File: src/rtl/core/rcbp_pkg.sv
package rcbp_pkg;

    localparam int FRAME_DEPTH_DEF = 8;
    localparam int MODE_RUN        = 4;

    localparam logic [7:0] DEFAULT_SPEED   = 8'd50;
    localparam logic [7:0] MAX_SPEED_RST   = 8'd100;
    localparam logic [15:0] TIMEOUT_RST    = 16'd3000;

    localparam logic [7:0] FRAME_HEAD      = 8'h50;
    localparam logic [7:0] FRAME_TAIL      = 8'h59;
    localparam logic [7:0] DIR_MAX         = 8'd8;
    localparam logic [7:0] BYTE_TRACK      = 8'h11;
    localparam logic [7:0] BYTE_AVOID      = 8'h22;
    localparam logic [7:0] BYTE_MANUAL     = 8'h33;

    localparam logic REG_MAX_SPEED    = 1'b0;
    localparam logic REG_LINK_TIMEOUT = 1'b1;

    localparam int OUT_BITS = 72;

    typedef enum logic [1:0] {
        ACT_BYTE = 2'd0,
        ACT_TICK = 2'd1,
        ACT_TAKE = 2'd2,
        ACT_ACK  = 2'd3
    } action_t;

    typedef enum logic [1:0] {
        MODE_MANUAL = 2'd0,
        MODE_TRACK  = 2'd1,
        MODE_AVOID  = 2'd2
    } car_mode_t;

    typedef struct packed {
        car_mode_t car_mode;
        logic      latched;
        logic      stop;
    } mode_stat_t;

    typedef struct packed {
        logic        ready;
        logic [3:0]  direction;
        logic [7:0]  speed;
        logic [31:0] command_time;
    } cmd_stat_t;

endpackage

File: src/rtl/core/rcbp_mode_det.sv
module rcbp_mode_det (
    input  logic                   clk,
    input  logic                   rst_n,
    input  logic                   byte_en,
    input  logic                   ack_en,
    input  logic [7:0]             rx_byte,
    output rcbp_pkg::mode_stat_t   stat
);
    import rcbp_pkg::*;

    logic [7:0] hist_reg  [MODE_RUN];
    logic [7:0] hist_next [MODE_RUN];
    logic [2:0] fill_reg, fill_next;
    car_mode_t  mode_reg, mode_next;
    logic       latch_reg, latch_next;
    logic       stop;
    logic       is_mode;
    car_mode_t  target;
    logic       all_equal;

    always_comb
    begin
        is_mode = 1'b1;
        target  = MODE_MANUAL;
        case (rx_byte)
            BYTE_TRACK:  target = MODE_TRACK;
            BYTE_AVOID:  target = MODE_AVOID;
            BYTE_MANUAL: target = MODE_MANUAL;
            default:     is_mode = 1'b0;
        endcase
    end

    always_comb
    begin
        hist_next  = hist_reg;
        fill_next  = fill_reg;
        mode_next  = mode_reg;
        latch_next = latch_reg;
        stop       = 1'b0;
        all_equal  = 1'b0;
        if (byte_en)
        begin
            if (!is_mode)
            begin
                fill_next = '0;
            end
            else
            begin
                if (fill_reg < 3'(MODE_RUN))
                begin
                    hist_next[fill_reg[1:0]] = rx_byte;
                    fill_next = fill_reg + 3'd1;
                end
                else
                begin
                    for (int i = 0; i < MODE_RUN - 1; i++)
                        hist_next[i] = hist_reg[i + 1];
                    hist_next[MODE_RUN - 1] = rx_byte;
                end
                all_equal = (hist_next[0] == hist_next[1]) && (hist_next[1] == hist_next[2])
                         && (hist_next[2] == hist_next[3]);
                if (fill_next >= 3'(MODE_RUN) && all_equal)
                begin
                    if (target != mode_reg)
                    begin
                        mode_next  = target;
                        latch_next = 1'b1;
                        stop       = 1'b1;
                    end
                    fill_next = '0;
                end
            end
        end
        else if (ack_en)
        begin
            latch_next = 1'b0;
        end
    end

    always_ff @(posedge clk or negedge rst_n)
    begin
        if (!rst_n)
        begin
            fill_reg  <= '0;
            mode_reg  <= MODE_MANUAL;
            latch_reg <= 1'b0;
        end
        else
        begin
            fill_reg  <= fill_next;
            mode_reg  <= mode_next;
            latch_reg <= latch_next;
        end
    end

    always_ff @(posedge clk)
    begin
        hist_reg <= hist_next;
    end

    assign stat.car_mode = mode_next;
    assign stat.latched  = latch_next;
    assign stat.stop     = stop;

endmodule

File: src/rtl/core/rcbp_cmd.sv
module rcbp_cmd #(
    parameter int FRAME_DEPTH = rcbp_pkg::FRAME_DEPTH_DEF
) (
    input  logic                 clk,
    input  logic                 rst_n,
    input  logic                 byte_en,
    input  logic                 take_en,
    input  logic                 latched,
    input  logic [7:0]           rx_byte,
    input  logic [31:0]          ms_count,
    input  logic [7:0]           max_speed,
    output rcbp_pkg::cmd_stat_t  stat
);
    import rcbp_pkg::*;

    localparam int FW = $clog2(FRAME_DEPTH + 1);

    logic          in_frame_reg, in_frame_next;
    logic [FW-1:0] fill_reg, fill_next;
    logic [7:0]    last_reg, last_next;
    logic [3:0]    dir_reg, dir_next;
    logic [7:0]    speed_reg, speed_next;
    logic          pend_reg, pend_next;
    logic [31:0]   stamp_reg, stamp_next;
    logic          accept;

    always_comb
    begin
        in_frame_next = in_frame_reg;
        fill_next     = fill_reg;
        last_next     = last_reg;
        dir_next      = dir_reg;
        speed_next    = speed_reg;
        pend_next     = pend_reg;
        stamp_next    = stamp_reg;
        accept        = 1'b0;
        if (byte_en && !latched)
        begin
            if (rx_byte == FRAME_HEAD)
            begin
                in_frame_next = 1'b1;
                fill_next     = '0;
            end
            else if (in_frame_reg)
            begin
                if (rx_byte == FRAME_TAIL)
                begin
                    if (fill_reg != '0 && last_reg <= max_speed)
                    begin
                        speed_next = last_reg;
                        accept     = 1'b1;
                    end
                    in_frame_next = 1'b0;
                    fill_next     = '0;
                end
                else if (fill_reg < FW'(FRAME_DEPTH))
                begin
                    last_next = rx_byte;
                    fill_next = fill_reg + 1'b1;
                end
                else
                begin
                    in_frame_next = 1'b0;
                    fill_next     = '0;
                end
            end
            else if (rx_byte <= DIR_MAX)
            begin
                dir_next = rx_byte[3:0];
                accept   = 1'b1;
            end
        end
        else if (take_en)
        begin
            pend_next = 1'b0;
        end
        if (accept)
        begin
            pend_next  = 1'b1;
            stamp_next = ms_count;
        end
    end

    always_ff @(posedge clk or negedge rst_n)
    begin
        if (!rst_n)
        begin
            in_frame_reg <= 1'b0;
            fill_reg     <= '0;
            dir_reg      <= '0;
            speed_reg    <= DEFAULT_SPEED;
            pend_reg     <= 1'b0;
            stamp_reg    <= '0;
        end
        else
        begin
            in_frame_reg <= in_frame_next;
            fill_reg     <= fill_next;
            dir_reg      <= dir_next;
            speed_reg    <= speed_next;
            pend_reg     <= pend_next;
            stamp_reg    <= stamp_next;
        end
    end

    always_ff @(posedge clk)
    begin
        last_reg <= last_next;
    end

    assign stat.ready        = pend_reg;
    assign stat.direction    = dir_next;
    assign stat.speed        = speed_next;
    assign stat.command_time = stamp_next;

endmodule

File: src/rtl/core/remote_command_byte_parser_core.sv
// A request accepted on s_axis is held in the input register, then passes to the result register.
// Throughput: one request per cycle; a stalled result holds s_axis_tready low
// once the input register is full.
// Reset: asynchronous, active low; clears counters, flags and mode, restores max_speed 100,
// link_timeout_ms 3000 and speed 50.
module remote_command_byte_parser_core #(
    parameter int FRAME_DEPTH = rcbp_pkg::FRAME_DEPTH_DEF
) (
    input  logic        clk,
    input  logic        rst_n,
    input  logic        s_axis_tvalid,
    output logic        s_axis_tready,
    input  logic [7:0]  s_axis_tdata,   // [7:0] rx_byte
    input  logic [1:0]  s_axis_tuser,   // [1:0] action
    output logic        m_axis_tvalid,
    input  logic        m_axis_tready,
    // [0] command_ready, [4:1] direction, [12:5] speed, [44:13] command_time,
    // [46:45] car_mode, [47] mode_change_pending, [48] stop_request,
    // [49] link_up, [65:50] byte_count, [71:66] zero
    output logic [71:0] m_axis_tdata,
    input  logic        psel,
    input  logic        penable,
    input  logic        pwrite,
    input  logic [2:0]  paddr,
    input  logic [31:0] pwdata,
    output logic [31:0] prdata,
    output logic        pready
);
    import rcbp_pkg::*;

    logic                in_valid_reg;
    action_t             in_action_reg;
    logic [7:0]          in_byte_reg;
    logic                advance;
    logic                byte_en, tick_en, take_en, ack_en;

    logic [7:0]          max_speed_reg;
    logic [15:0]         timeout_reg;
    logic                cfg_wr;

    logic [31:0]         ms_reg, ms_next;
    logic [31:0]         lbt_reg, lbt_next;
    logic                link_reg, link_next;
    logic [15:0]         count_reg, count_next;
    logic [31:0]         elapsed;

    mode_stat_t          mode_stat;
    cmd_stat_t           cmd_stat;

    logic                out_valid_reg;
    logic [OUT_BITS-1:0] out_data_reg;

    assign advance       = in_valid_reg && (!out_valid_reg || m_axis_tready);
    assign s_axis_tready = !in_valid_reg || advance;
    assign byte_en       = advance && (in_action_reg == ACT_BYTE);
    assign tick_en       = advance && (in_action_reg == ACT_TICK);
    assign take_en       = advance && (in_action_reg == ACT_TAKE);
    assign ack_en        = advance && (in_action_reg == ACT_ACK);

    always_ff @(posedge clk or negedge rst_n)
    begin
        if (!rst_n)
            in_valid_reg <= 1'b0;
        else if (s_axis_tready)
            in_valid_reg <= s_axis_tvalid;
    end

    always_ff @(posedge clk)
    begin
        if (s_axis_tready && s_axis_tvalid)
        begin
            in_action_reg <= action_t'(s_axis_tuser);
            in_byte_reg   <= s_axis_tdata;
        end
    end

    assign pready = 1'b1;
    assign cfg_wr = psel && penable && pwrite;

    always_ff @(posedge clk or negedge rst_n)
    begin
        if (!rst_n)
        begin
            max_speed_reg <= MAX_SPEED_RST;
            timeout_reg   <= TIMEOUT_RST;
        end
        else if (cfg_wr)
        begin
            case (paddr[2])
                REG_MAX_SPEED:    max_speed_reg <= pwdata[7:0];
                REG_LINK_TIMEOUT: timeout_reg   <= pwdata[15:0];
                default:          ;
            endcase
        end
    end

    always_comb
    begin
        case (paddr[2])
            REG_MAX_SPEED:    prdata = {24'd0, max_speed_reg};
            REG_LINK_TIMEOUT: prdata = {16'd0, timeout_reg};
            default:          prdata = '0;
        endcase
    end

    rcbp_mode_det u_mode (
        .clk     (clk),
        .rst_n   (rst_n),
        .byte_en (byte_en),
        .ack_en  (ack_en),
        .rx_byte (in_byte_reg),
        .stat    (mode_stat)
    );

    rcbp_cmd #(
        .FRAME_DEPTH (FRAME_DEPTH)
    ) u_cmd (
        .clk       (clk),
        .rst_n     (rst_n),
        .byte_en   (byte_en),
        .take_en   (take_en),
        .latched   (mode_stat.latched),
        .rx_byte   (in_byte_reg),
        .ms_count  (ms_reg),
        .max_speed (max_speed_reg),
        .stat      (cmd_stat)
    );

    always_comb
    begin
        ms_next    = tick_en ? ms_reg + 32'd1 : ms_reg;
        lbt_next   = byte_en ? ms_reg : lbt_reg;
        count_next = byte_en ? count_reg + 16'd1 : count_reg;
        link_next  = link_reg || byte_en;
        elapsed    = ms_next - lbt_next;
        if (advance && elapsed > {16'd0, timeout_reg})
            link_next = 1'b0;
    end

    always_ff @(posedge clk or negedge rst_n)
    begin
        if (!rst_n)
        begin
            ms_reg    <= '0;
            lbt_reg   <= '0;
            link_reg  <= 1'b0;
            count_reg <= '0;
        end
        else
        begin
            ms_reg    <= ms_next;
            lbt_reg   <= lbt_next;
            link_reg  <= link_next;
            count_reg <= count_next;
        end
    end

    always_ff @(posedge clk or negedge rst_n)
    begin
        if (!rst_n)
            out_valid_reg <= 1'b0;
        else if (advance)
            out_valid_reg <= 1'b1;
        else if (m_axis_tready)
            out_valid_reg <= 1'b0;
    end

    always_ff @(posedge clk)
    begin
        if (advance)
        begin
            out_data_reg <= {6'd0, count_next, link_next, mode_stat.stop,
                             mode_stat.latched, mode_stat.car_mode,
                             cmd_stat.command_time, cmd_stat.speed,
                             cmd_stat.direction, cmd_stat.ready};
        end
    end

    assign m_axis_tvalid = out_valid_reg;
    assign m_axis_tdata  = out_data_reg;

endmodule

File: config.mk
export PLATFORM = sky130hd
export DESIGN_NAME = remote_command_byte_parser_core
export DESIGN_NICKNAME = d
export VERILOG_FILES = /design/src/rtl/core/rcbp_pkg.sv /design/src/rtl/core/rcbp_mode_det.sv /design/src/rtl/core/rcbp_cmd.sv /design/src/rtl/core/remote_command_byte_parser_core.sv
export SDC_FILE = /design/constraint.sdc
export NUM_CORES = 1
export LEC_CHECK = 0
export CORE_MARGIN = 5
export CORE_UTILIZATION = 64
export DETAILED_ROUTE_END_ITERATION = 8
export DONT_BUFFER_PORTS = 1
export PLACE_DENSITY = 0.85
export SETUP_SLACK_MARGIN = 0.15
export SKIP_LAST_GASP = 1
export SLEW_MARGIN = 10
export SYNTH_ARGS = -nofsm -noshare
export SYNTH_HDL_FRONTEND = slang
export SYNTH_HIERARCHICAL = 1
export SYNTH_SLANG_ARGS = --single-unit
File: constraint.sdc
create_clock -name clk -period 7.93 [get_ports clk]
set_clock_uncertainty 0.2 [all_clocks]
set_input_delay 1.1895 -clock clk [delete_from_list [all_inputs] [get_ports clk]]
set_output_delay 1.1895 -clock clk [all_outputs]
set_load 0.005 [all_outputs]
==> Word-level counts from Yosys, hierarchy flattened <==
Cells that the tools add are included.
{ "totals": {"register_bits": 279, "latchBits": 0, "ram_bits": 0, "romBits": 0, "inputBits": 52, "output_inout_bits": 107, "elab_cells": 147, "mem_count": 0} }
{ "classes": {"add_sub_neg": 5, "n_mul": 0, "div": 0, "magnitude_cmp": 8, "eq_ne": 13, "shift": 0, "mux": 57, "n_bitwise": 4, "n_reduce_logical": 34} }
{ "ops": {"columns": ["op", "count"], "rows": [
  ["two-way mux 32 bit", 6],
  ["one-hot mux 32 bit (2 select lines)", 1],
  ["two-way mux 8 bit", 6],
  ["adder 32 x 1 -> 32 bit, second input constant", 1],
  ["bitwise mux 32 bit", 1],
  ["greater-than comparator 32 x 16 -> 1 bit", 1],
  ["two-way mux 4 bit", 8],
  ["subtractor 32 bit", 1],
  ["== test 8 bit", 3],
  ["two-way mux 1 bit", 23],
  ["adder 16 x 1 -> 16 bit, second input constant", 1],
  ["demux 8 bit (select 2 bit)", 1],
  ["== test 8 x 6 -> 1 bit, second input constant", 2],
  ["== test 8 x 7 -> 1 bit, second input constant", 2],
  ["two-way mux 16 bit", 1],
  ["logical AND 1 bit", 15],
  ["two-way mux 3 bit", 5],
  ["AND reduction 2 bit", 5],
  ["== test 8 x 5 -> 1 bit, second input constant", 1],
  ["less-or-equal comparator 8 x 4 -> 1 bit, second input constant", 1],
  ["less-or-equal comparator 8 bit", 1],
  ["two-way mux 2 bit", 4],
  ["greater-or-equal comparator 3 bit, second input constant", 2],
  ["nonzero test 2 bit", 3],
  ["other kinds (19)", 26]
]} }

==> Longest topological paths before layout <==
Gate-level depths: netlist of run 1.
{ "depth": {"depth_word": 21, "mapped_depth": 28, "depth_no_buf": 27} }

==> Hierarchy <==
Netlist of run 1, hierarchy kept.
{ "modules_own_cells": {"columns": ["mod", "instances", "cells_each", "area_each_um2", "seq_area_each_um2"], "rows": [
  ["remote_command_byte_parser_core", 1, 869, 9726.8, 4972.3],
  ["rcbp_cmd", 1, 196, 2600.0, 1495.2],
  ["rcbp_mode_det", 1, 245, 2595.0, 1111.1]
]} }

==> Worst setup path before layout of run 1 <==
Ideal clock, no wire load.
{ "synth_path": {"path_type": "input to register", "start": "in m_axis_tready", "end": "reg out_data_reg[49] (netlist: m_axis_tdata[49]) (data pin)", "setup_ps": 175, "arrival_ps": 7000, "required_ps": 7555, "path_slack_ps": 554, "path_stages": 25, "path_buffers": 0, "path_cell_list": "nand2b_2 nand2_1 inv_1 nand3b_1 nor2_1 xor2_1 ha_1 o211ai_1 a21oi_1 a2bb2oi_1 a2bb2oi_1 a31oi_1 and2_1 o21a_1 xnor2_1 ha_1 and4_1 a221o_1 o22ai_1 and4_1 o2111ai_1 or4_4 nor4_2 nand4_1 o31ai_2"} }
{ "synth_via": {"elab_chain_len": 8, "elab_cells_between_ends": 11, "cone_classes": "1 x add/sub; 1 x order compare; 3 x mux; 6 x reduce/logical"} }
{ "synth_lines": {"columns": ["item", "line", "rtl"], "rows": [
  ["from (decl)", "remote_command_byte_parser_core.sv:16", "input logic m_axis_tready,"],
  ["logical OR 1 bit", "remote_command_byte_parser_core.sv:53", "assign advance = in_valid_reg && (!out_valid_reg || m_axis_tready);"],
  ["logical AND 1 bit", "remote_command_byte_parser_core.sv:53", null],
  ["via advance", "remote_command_byte_parser_core.sv:34", "logic advance;"],
  ["logical AND 1 bit", "remote_command_byte_parser_core.sv:56", "assign tick_en = advance && (in_action_reg == ACT_TICK);"],
  ["two-way mux 32 bit", "remote_command_byte_parser_core.sv:131", "ms_next = tick_en ? ms_reg + 32'd1 : ms_reg;"],
  ["via ms_next[4]", "remote_command_byte_parser_core.sv:41", "logic [31:0] ms_reg, ms_next;"],
  ["subtractor 32 bit", "remote_command_byte_parser_core.sv:135", "elapsed = ms_next - lbt_next;"],
  ["greater-than comparator 32 x 16 -> 1 bit", "remote_command_byte_parser_core.sv:136", "if (advance && elapsed > {16'd0, timeout_reg})"],
  ["logical AND 1 bit", "remote_command_byte_parser_core.sv:136", null],
  ["two-way mux 1 bit", "remote_command_byte_parser_core.sv:136", null],
  ["via link_next", "remote_command_byte_parser_core.sv:43", "logic link_reg, link_next;"],
  ["to (signal assigned)", "remote_command_byte_parser_core.sv:172", "out_data_reg <= {6'd0, count_next, link_next, mode_stat.stop,"],
  ["to (decl)", "remote_command_byte_parser_core.sv:51", "logic [OUT_BITS-1:0] out_data_reg;"]
]} }
The timed path passes the listed nets, and every way through them passes these cells.
A chain may end at the register's enable or synchronous reset.

==> Worst setup path in the final report of run 1 <==
{ "layout_path": {"start": "in m_axis_tready", "end": "reg out_data_reg[49] (netlist: m_axis_tdata[49]) (data pin)"} }
{ "layout_via": {"elab_chain_len": 8, "elab_cells_between_ends": 11, "cone_classes": "1 x add/sub; 1 x order compare; 3 x mux; 6 x reduce/logical"} }
{ "layout_lines": {"columns": ["item", "line"], "rows": [
  ["logical OR 1 bit (*)", "remote_command_byte_parser_core.sv:53"],
  ["logical AND 1 bit (*)", "remote_command_byte_parser_core.sv:53"],
  ["logical AND 1 bit (on tied branches)", "remote_command_byte_parser_core.sv:56, remote_command_byte_parser_core.sv:55"],
  ["two-way mux 32 bit (on tied branches)", "remote_command_byte_parser_core.sv:131, remote_command_byte_parser_core.sv:132"],
  ["subtractor 32 bit", "remote_command_byte_parser_core.sv:135"],
  ["greater-than comparator 32 x 16 -> 1 bit", "remote_command_byte_parser_core.sv:136"],
  ["logical AND 1 bit", "remote_command_byte_parser_core.sv:136"],
  ["two-way mux 1 bit (*)", "remote_command_byte_parser_core.sv:136"],
  ["via link_next", "remote_command_byte_parser_core.sv:43"]
]} }
The timed path passes the listed nets; every way through them passes the cells marked *.

==> impl_results.md, run 1 <==
- Drt first pass iters: 5
- Initial Util: 65.5%
- Layout cell share with drive strength beyond 1: between 10% and 20%
- Setup_tns: 0 ns
- Setup ws final: between 0.8 and 0.9 ns
- Total CTS buffers: 29
- Vias per Instance: about 6
- Yosys warns: 6
- Row count: 55
- M1 wire length: 13.7 mm
- Clock latency on the worst-skew pair: 0.54 ns
- Fin. max-slew vios: 0
- Worst R2R Setup Slack: about 1.1 ns
- Placed Area: 15,000 sq um
- Final net count: between 1,000 and 1,500
- Sw frac: 29.6%
- Clk sinks: between 200 and 300
- HP Class: in -> async
- Synth Register Bits: 279
- Gr usage total: approximately 24%
- Internal power: 2.84 mW
- Number of global-route vias before repair: 9,991
- Startpoint types: primary input
- Gr ovfl total: 0
- Final Hold Vio Count: 0
- Ranking of synthesized cells by area: dfrtp_1, edfxtp_1, mux2_2
- Sequential element share of the synthesized area: 50.8%
- Logic gate share of total power: 25.2%
- Worst-path cell chain: nand2b_2 > nand2_1 > nor3b_1 > xnor2_1 > ha_1 > fa_1 > nand2b_1 > a21oi_1 > a2bb2oi_1 > a2bb2oi_1 > a31oi_1 > and2_1 > o21a_1 > xnor2_1 > ha_1 > and4_1 > a221o_1 > o22ai_1 > and4_1 > o2111ai_1 > or4_4 > nor4_2 > nand4_1 > o31ai_2
- Synth Instances: 1,310
- Post-Route WL: ~32 mm
- Status: finished clean
- Largest net degree at the start of global routing: 164
- Routed length on met3: 1.87 mm
- WP data arrival: 7.19 ns
- Largest register FFs: between 60 and 70
- Peak VDD IR: 0.000211 V
- Worst path max stage delay: ~0.51 ns
- I/O pins: 159
- FMAX: 142 MHz
- Post-synth top flop: dfrtp_1
- First-pass GRT wire length: 52.0 mm
- # H-tree levels: 1
- Pre-CTS WS: 0.346 ns
- Die Ht: 163 microns
- CTS tree: yes
- Cell with the most instances after synthesis: dfrtp_1
- Worst Hold Slack: 0.144 ns
- Initial antenna violation count: 0
- Top cells by count, synth: dfrtp_1, nand2_1, edfxtp_1
- Die area: 26,500 sq um
- Remaining DRCs: 0
- Clock Root Buffer: clkbuf_16
- Hold-fix buffers at CTS: 0
- PortBufs: 0
- Leakage power: 7.04 nW
- Worst path required time: between 8 and 9 ns
- Crit Path Class: in -> reg
- # fillers: 1,580
- Crit share post-route: around nine tenths
- Synth-to-layout area growth: 6.53%
- # setup viols final: 0
- Seq pwr share: a little over two fifths
- Worst-path clk slew: 0.06 ns
- Worst slew margin: 32.4%
- Slowest CP cell: nor3b_1
- Critical path fanouts, max: 6
- Worst setup EP type: register
- Slew of the pin with the lowest slew margin: 0.988 ns
- Psw: 1.20 mW
- Storage cell area: approximately 7600 sq um
- Routability cong.: 0.952
- Count of different cell masters after synthesis: 99
- Synth area leader: dfrtp_1
- # diodes: 0
- Fin area: ~16,000 sq um
- Via count: between 9,000 and 10,000
- Clock buffer depth: 3
- Pwr/cell area: 254 nW/um^2
- Post-synth ARST share: 58.4%
- Yosys top cell area share: 25.2%
- Post-CTS Setup Bufs: 0
- Drt wl/cell: 19.8 microns
- Max-cap violations: 0
- Area of the multi-input gates: 6590 sq um
- Core area: 22,800 sq um
- Mapped Area: about 15,000 sq um
- Post-DP HPWL: 22.2 mm
- Post-route minimum period: 7.03 ns
- Post-CTS resize count: 0
- Post-route ant nets: 0
- Die Wd: 163 microns
- DR top layer: met4
- Post-synth EDFFs: 116
- Syn avg cell area: approximately 11 sq um
- Clock power frac: 32.1%
- First DRT Iteration DRCs: 689
- Wire length on met2: 15.9 mm
- R2R depth: 24
- RSZ-0062 raised after global routing: false
-- per-layer routing --
metal  up-vias  GRT usage [%]
met3        65           3.75
met5         -              0
met4         0           6.52
met2       346           41.2
li1       4652              -
met1      4881           32.3
-- placed cells by master (no fill, tap or decap), types with 6 or more instances in the layout --
cell type	count
a211oi_1	6
a21o_1	13
a21oi_1	40
a31oi_1	13
and2_1	12
and3_1	10
buf_4	7
clkbuf_1	7
clkbuf_16	29
conb_1	23
dfrtp_1	150
dfstp_2	13
edfxtp_1	116
ha_1	61
inv_1	95
mux2_2	76
mux2_4	10
mux2i_1	58
nand2_1	122
nand2b_1	14
nand3_1	24
nand4_1	24
nor2_1	60
nor2b_1	7
nor3_1	18
nor4_1	8
o211ai_1	8
o21ai_0	37
o22ai_1	18
or3_1	10
or4_1	6
xnor2_1	53
xor2_1	32
-- cell type report --
class	instances	share of cell area [%]
sequential	279	47.7
multi-input combinational	882	41.4
clock buffer	40	5.08
tap	313	2.46
inverter	98	2.31
clock inverter	13	0.701
timing repair buffer	7	0.331
-- power by group through the flow --
stage                     registers [mW]  clock network [mW]  logic, mW
after CTS                           1.73                1.32       1.02
after detailed placement            1.75                   0       1.00
after floorplan                     1.72                   0      0.802
after global routing                1.74                1.39       1.13
final                               1.73                1.30       1.02
after global placement              1.74                   0      0.958
-- worst paths after layout --
check	start	end
setup / recovery	m_axis_tready	m_axis_tdata[49]
hold / removal	rst_n	count_reg[14]
setup reg to reg	m_axis_tvalid	m_axis_tdata[49]
hold reg to reg	u_cmd/pend_reg	m_axis_tdata[0]
max in group asynchronous	rst_n	u_cmd/speed_reg[1]
min in group clk	u_cmd/pend_reg	m_axis_tdata[0]
-- kinds of logic after synthesis --
kind of cell	synth area share, %
AO/OA/AOI/OAI	10.0
XOR/XNOR	5.17
adder cells (fa/ha/maj)	5.25
buffers and inverters	5.63
flip-flops	50.8
multiplexers	10.8
other	0.0503
AND/OR/NAND/NOR	12.3
-- per-stage QoR --
stage | total power, mW | util [%] | std cells
final | 4.04 | 69.8 | 1632
after global routing | 4.26 | 69.8 | 1632
after CTS | 4.07 | 69.8 | 1632
after global placement | 2.70 | 65.8 | 1579
after floorplan | 2.52 | - | 1331
after detailed placement | 2.75 | 65.8 | 1579
-- critical path: cells and delay by family --
kind | cells | cell delay (ns)
compound gates | 9 | 2.16
xor+xnor | 2 | 0.39
fa+ha+maj | 3 | 0.96
simple gates | 10 | 2.47
No activity file was read; power rests on OpenSTA's default activity.
==> run 2: changes to the inputs <==
--- a/config.mk
+++ b/config.mk
@@ -5,7 +5,7 @@
 export SDC_FILE = /design/constraint.sdc
 export NUM_CORES = 1
 export LEC_CHECK = 0
-export CORE_MARGIN = 5
+export CORE_MARGIN = 3
 export CORE_UTILIZATION = 64
 export DETAILED_ROUTE_END_ITERATION = 8
 export DONT_BUFFER_PORTS = 1
==> run 2 against run 1 <==
  * Non-clock buffer count is 1 higher
  * Hold slack got worse by 0.019 ns
  * Routed wire length fell by 1.9%
  * Worst setup slack improved by 0.030 ns
  * Cell count grew 0.25%
  * Count of clock-buffer cells in the layout is 1 higher
  * Via count is 0.21% higher
  * Clock power is 8% higher
  * Critical path depth unchanged
  * Largest power group unchanged
==> impl_results.md, run 2 (same netlist as run 1, synthesis figures left out) <==
- Post-route minimum period: 7.00 ns
- Clk sinks: 279
- Post-Route WL: roughly 32 mm
- Die Wd: 159 microns
- Row count: 55
- Post-CTS Setup Bufs: 0
- Post-DP HPWL: about 22 mm
- Total CTS buffers: 30
- # diodes: 0
- Largest register FFs: 66
- Critical path's top delay family: simple AND/OR/NAND/NOR gates
- Crit share post-route: approximately nine tenths
- Worst slew margin: 28.9%
- Synth-to-layout area growth: 7.35%
- Drt wl/cell: approximately 19 microns
- Hold-fix buffers at CTS: 0
- FF-to-FF Start: m_axis_tvalid
- WP data arrival: between 7 and 8 ns
- Fin. max-slew vios: 0
- First DRT Iteration DRCs: 806
- Commonest cells after routing, fill and taps aside: dfrtp_1, nand2_1, edfxtp_1
- Worst-path cell chain: nand2b_2 > nand2_1 > nor3b_1 > xnor2_1 > ha_1 > fa_1 > nand2b_1 > a21oi_1 > a2bb2oi_1 > a2bb2oi_1 > a31oi_1 > and2_1 > o21a_1 > xnor2_1 > ha_1 > and4_1 > a221o_1 > o22ai_1 > and4_1 > o2111ai_1 > or4_4 > nor4_2 > nand4_1 > o31ai_2
- Gr ovfl total: 0
- Most common cell after layout, fill and taps aside: dfrtp_1
- Gr usage total: 25.4%
- Final Hold Vio Count: 0
- Post-route ant nets: 0
- Initial antenna violation count: 1
- Worst path max stage delay: 0.50 ns
- Critical path origin: m_axis_tready
- Setup_tns: 0 ns
- Worst setup EP type: register
- Startpoint types: primary input
- Pwr/cell area: 260 nW/um^2
- Final net count: 1,413
- Worst R2R Setup Slack: 1.10 ns
- Clock latency on the worst-skew pair: about 0.56 ns
- Clock buffer depth: 3
- Post-CTS resize count: 0
- Pre-CTS WS: between 0.4 and 0.5 ns
- Slew of the pin with the lowest slew margin: 1.04 ns
- # H-tree levels: 1
- Die area: between 20,000 and 30,000 sq um
- CTS tree: yes
- Die Ht: 159 microns
- Worst path required time: just over 8 ns
- Clock Root Buffer: clkbuf_16
- Largest net degree at the start of global routing: 164
- Peak VDD IR: around 0.00021 V
- Core area: 22,800 sq um
- # setup viols final: 0
- CP Buf/Inv Count: 0
- Routability cong.: 0.926
- Slowest CP cell: or4_4
- Drt first pass iters: 5
- Critical path destination: m_axis_tdata[49]
- First-pass GRT wire length: 51.5 mm
- I/O pins: 159
- R2R depth: 24
- RSZ-0062 raised after global routing: false
- Worst-path clk slew: roughly 0.06 ns
- Remaining DRCs: 0
- HP Class: in -> async
- Initial Util: 65.5%
- Final Util: 70.3%
- Critical path fanouts, max: 6
- Max-cap violations: 0
- Reg2reg end: m_axis_tdata[49]
- Layout cell share with drive strength beyond 1: roughly 14%
- Number of global-route vias before repair: 9,828
- Crit path depth: 24
- Status: finished clean
- PortBufs: 0
- Setup ws final: 0.927 ns
- Via count: 9,965
- FMAX: 143 MHz
- Vias per Instance: around 6
- Leakage power: 7.11 nW
- Crit Path Class: in -> reg
## run 2: cell types whose count changed in the layout (fill, tap and decap cells not counted), sizes merged
cell	before	now
bufinv	1	2
clkinvlp	2	1
buf	7	8
clkinv	10	12
clkbuf	40	41
## run 2: per-layer routing
layer	GRT usage, %	vias to the layer above	share of wire [%]
met4	7.21	2	2.6
met1	34.4	4892	43
met3	4.00	59	5.8
met5	0	-	0.044
met2	42.8	346	49
li1	-	4666	-
## run 2: worst min path at each step
stage                        start               to  slack, ns  depth (start not counted)
floorplan            count_reg[15]    count_reg[15]       0.24                          1
global placement    u_cmd/pend_reg  m_axis_tdata[0]       0.24                          0
detailed placement  u_cmd/pend_reg  m_axis_tdata[0]       0.25                          0
CTS                          rst_n  timeout_reg[15]       0.10                          0
global route                 rst_n    count_reg[14]       0.09                          0
finish                       rst_n    count_reg[14]       0.13                          0
## run 2: final cells by class
| class | instances | area, sq um |
|---|---|---|
| Fill cell | 1568 | 6760 |
| Clock buffer | 41 | 885 |
| Sequential cell | 279 | 7580 |
| Clock inverter | 15 | 149 |
| Inverter | 98 | 368 |
| Timing Repair Buffer | 8 | 60.1 |
| Tap cell | 313 | 392 |
| Multi-Input combinational cell | 882 | 6590 |
## run 2: power breakdown
group          switching, mW  internal (mW)  leakage, nW
sequential            0.0926           1.63         3.19
combinational          0.564          0.465         3.40
clock                  0.567          0.848        0.512
## run 2: through the flow
step	power (mW)	instances	cell area (sq um)	hold slack, ns
3_5_place_dp	2.76	1580	15000	0.251
6_report	4.17	1636	16000	0.126
5_1_grt	4.41	1636	16000	0.0929
4_1_cts	4.19	1636	16000	0.103
3_3_place_gp	2.70	1580	15000	0.238
2_1_floorplan	2.52	1331	15000	0.239
## run 2: worst register-to-register path, stage by stage (launching register included)
cell and delay, ns:
dfrtp_1 0.45, nand2b_2 0.16, nand2_1 0.12, nor3b_1 0.49, xnor2_1 0.18, ha_1 0.26, fa_1 0.41, nand2b_1 0.20
a21oi_1 0.20, a2bb2oi_1 0.37, a2bb2oi_1 0.32, a31oi_1 0.20, and2_1 0.20, o21a_1 0.17, xnor2_1 0.26, ha_1 0.30
and4_1 0.21, a221o_1 0.33, o22ai_1 0.26, and4_1 0.22, o2111ai_1 0.09, or4_4 0.50, nor4_2 0.14, nand4_1 0.17
o31ai_2 0.23
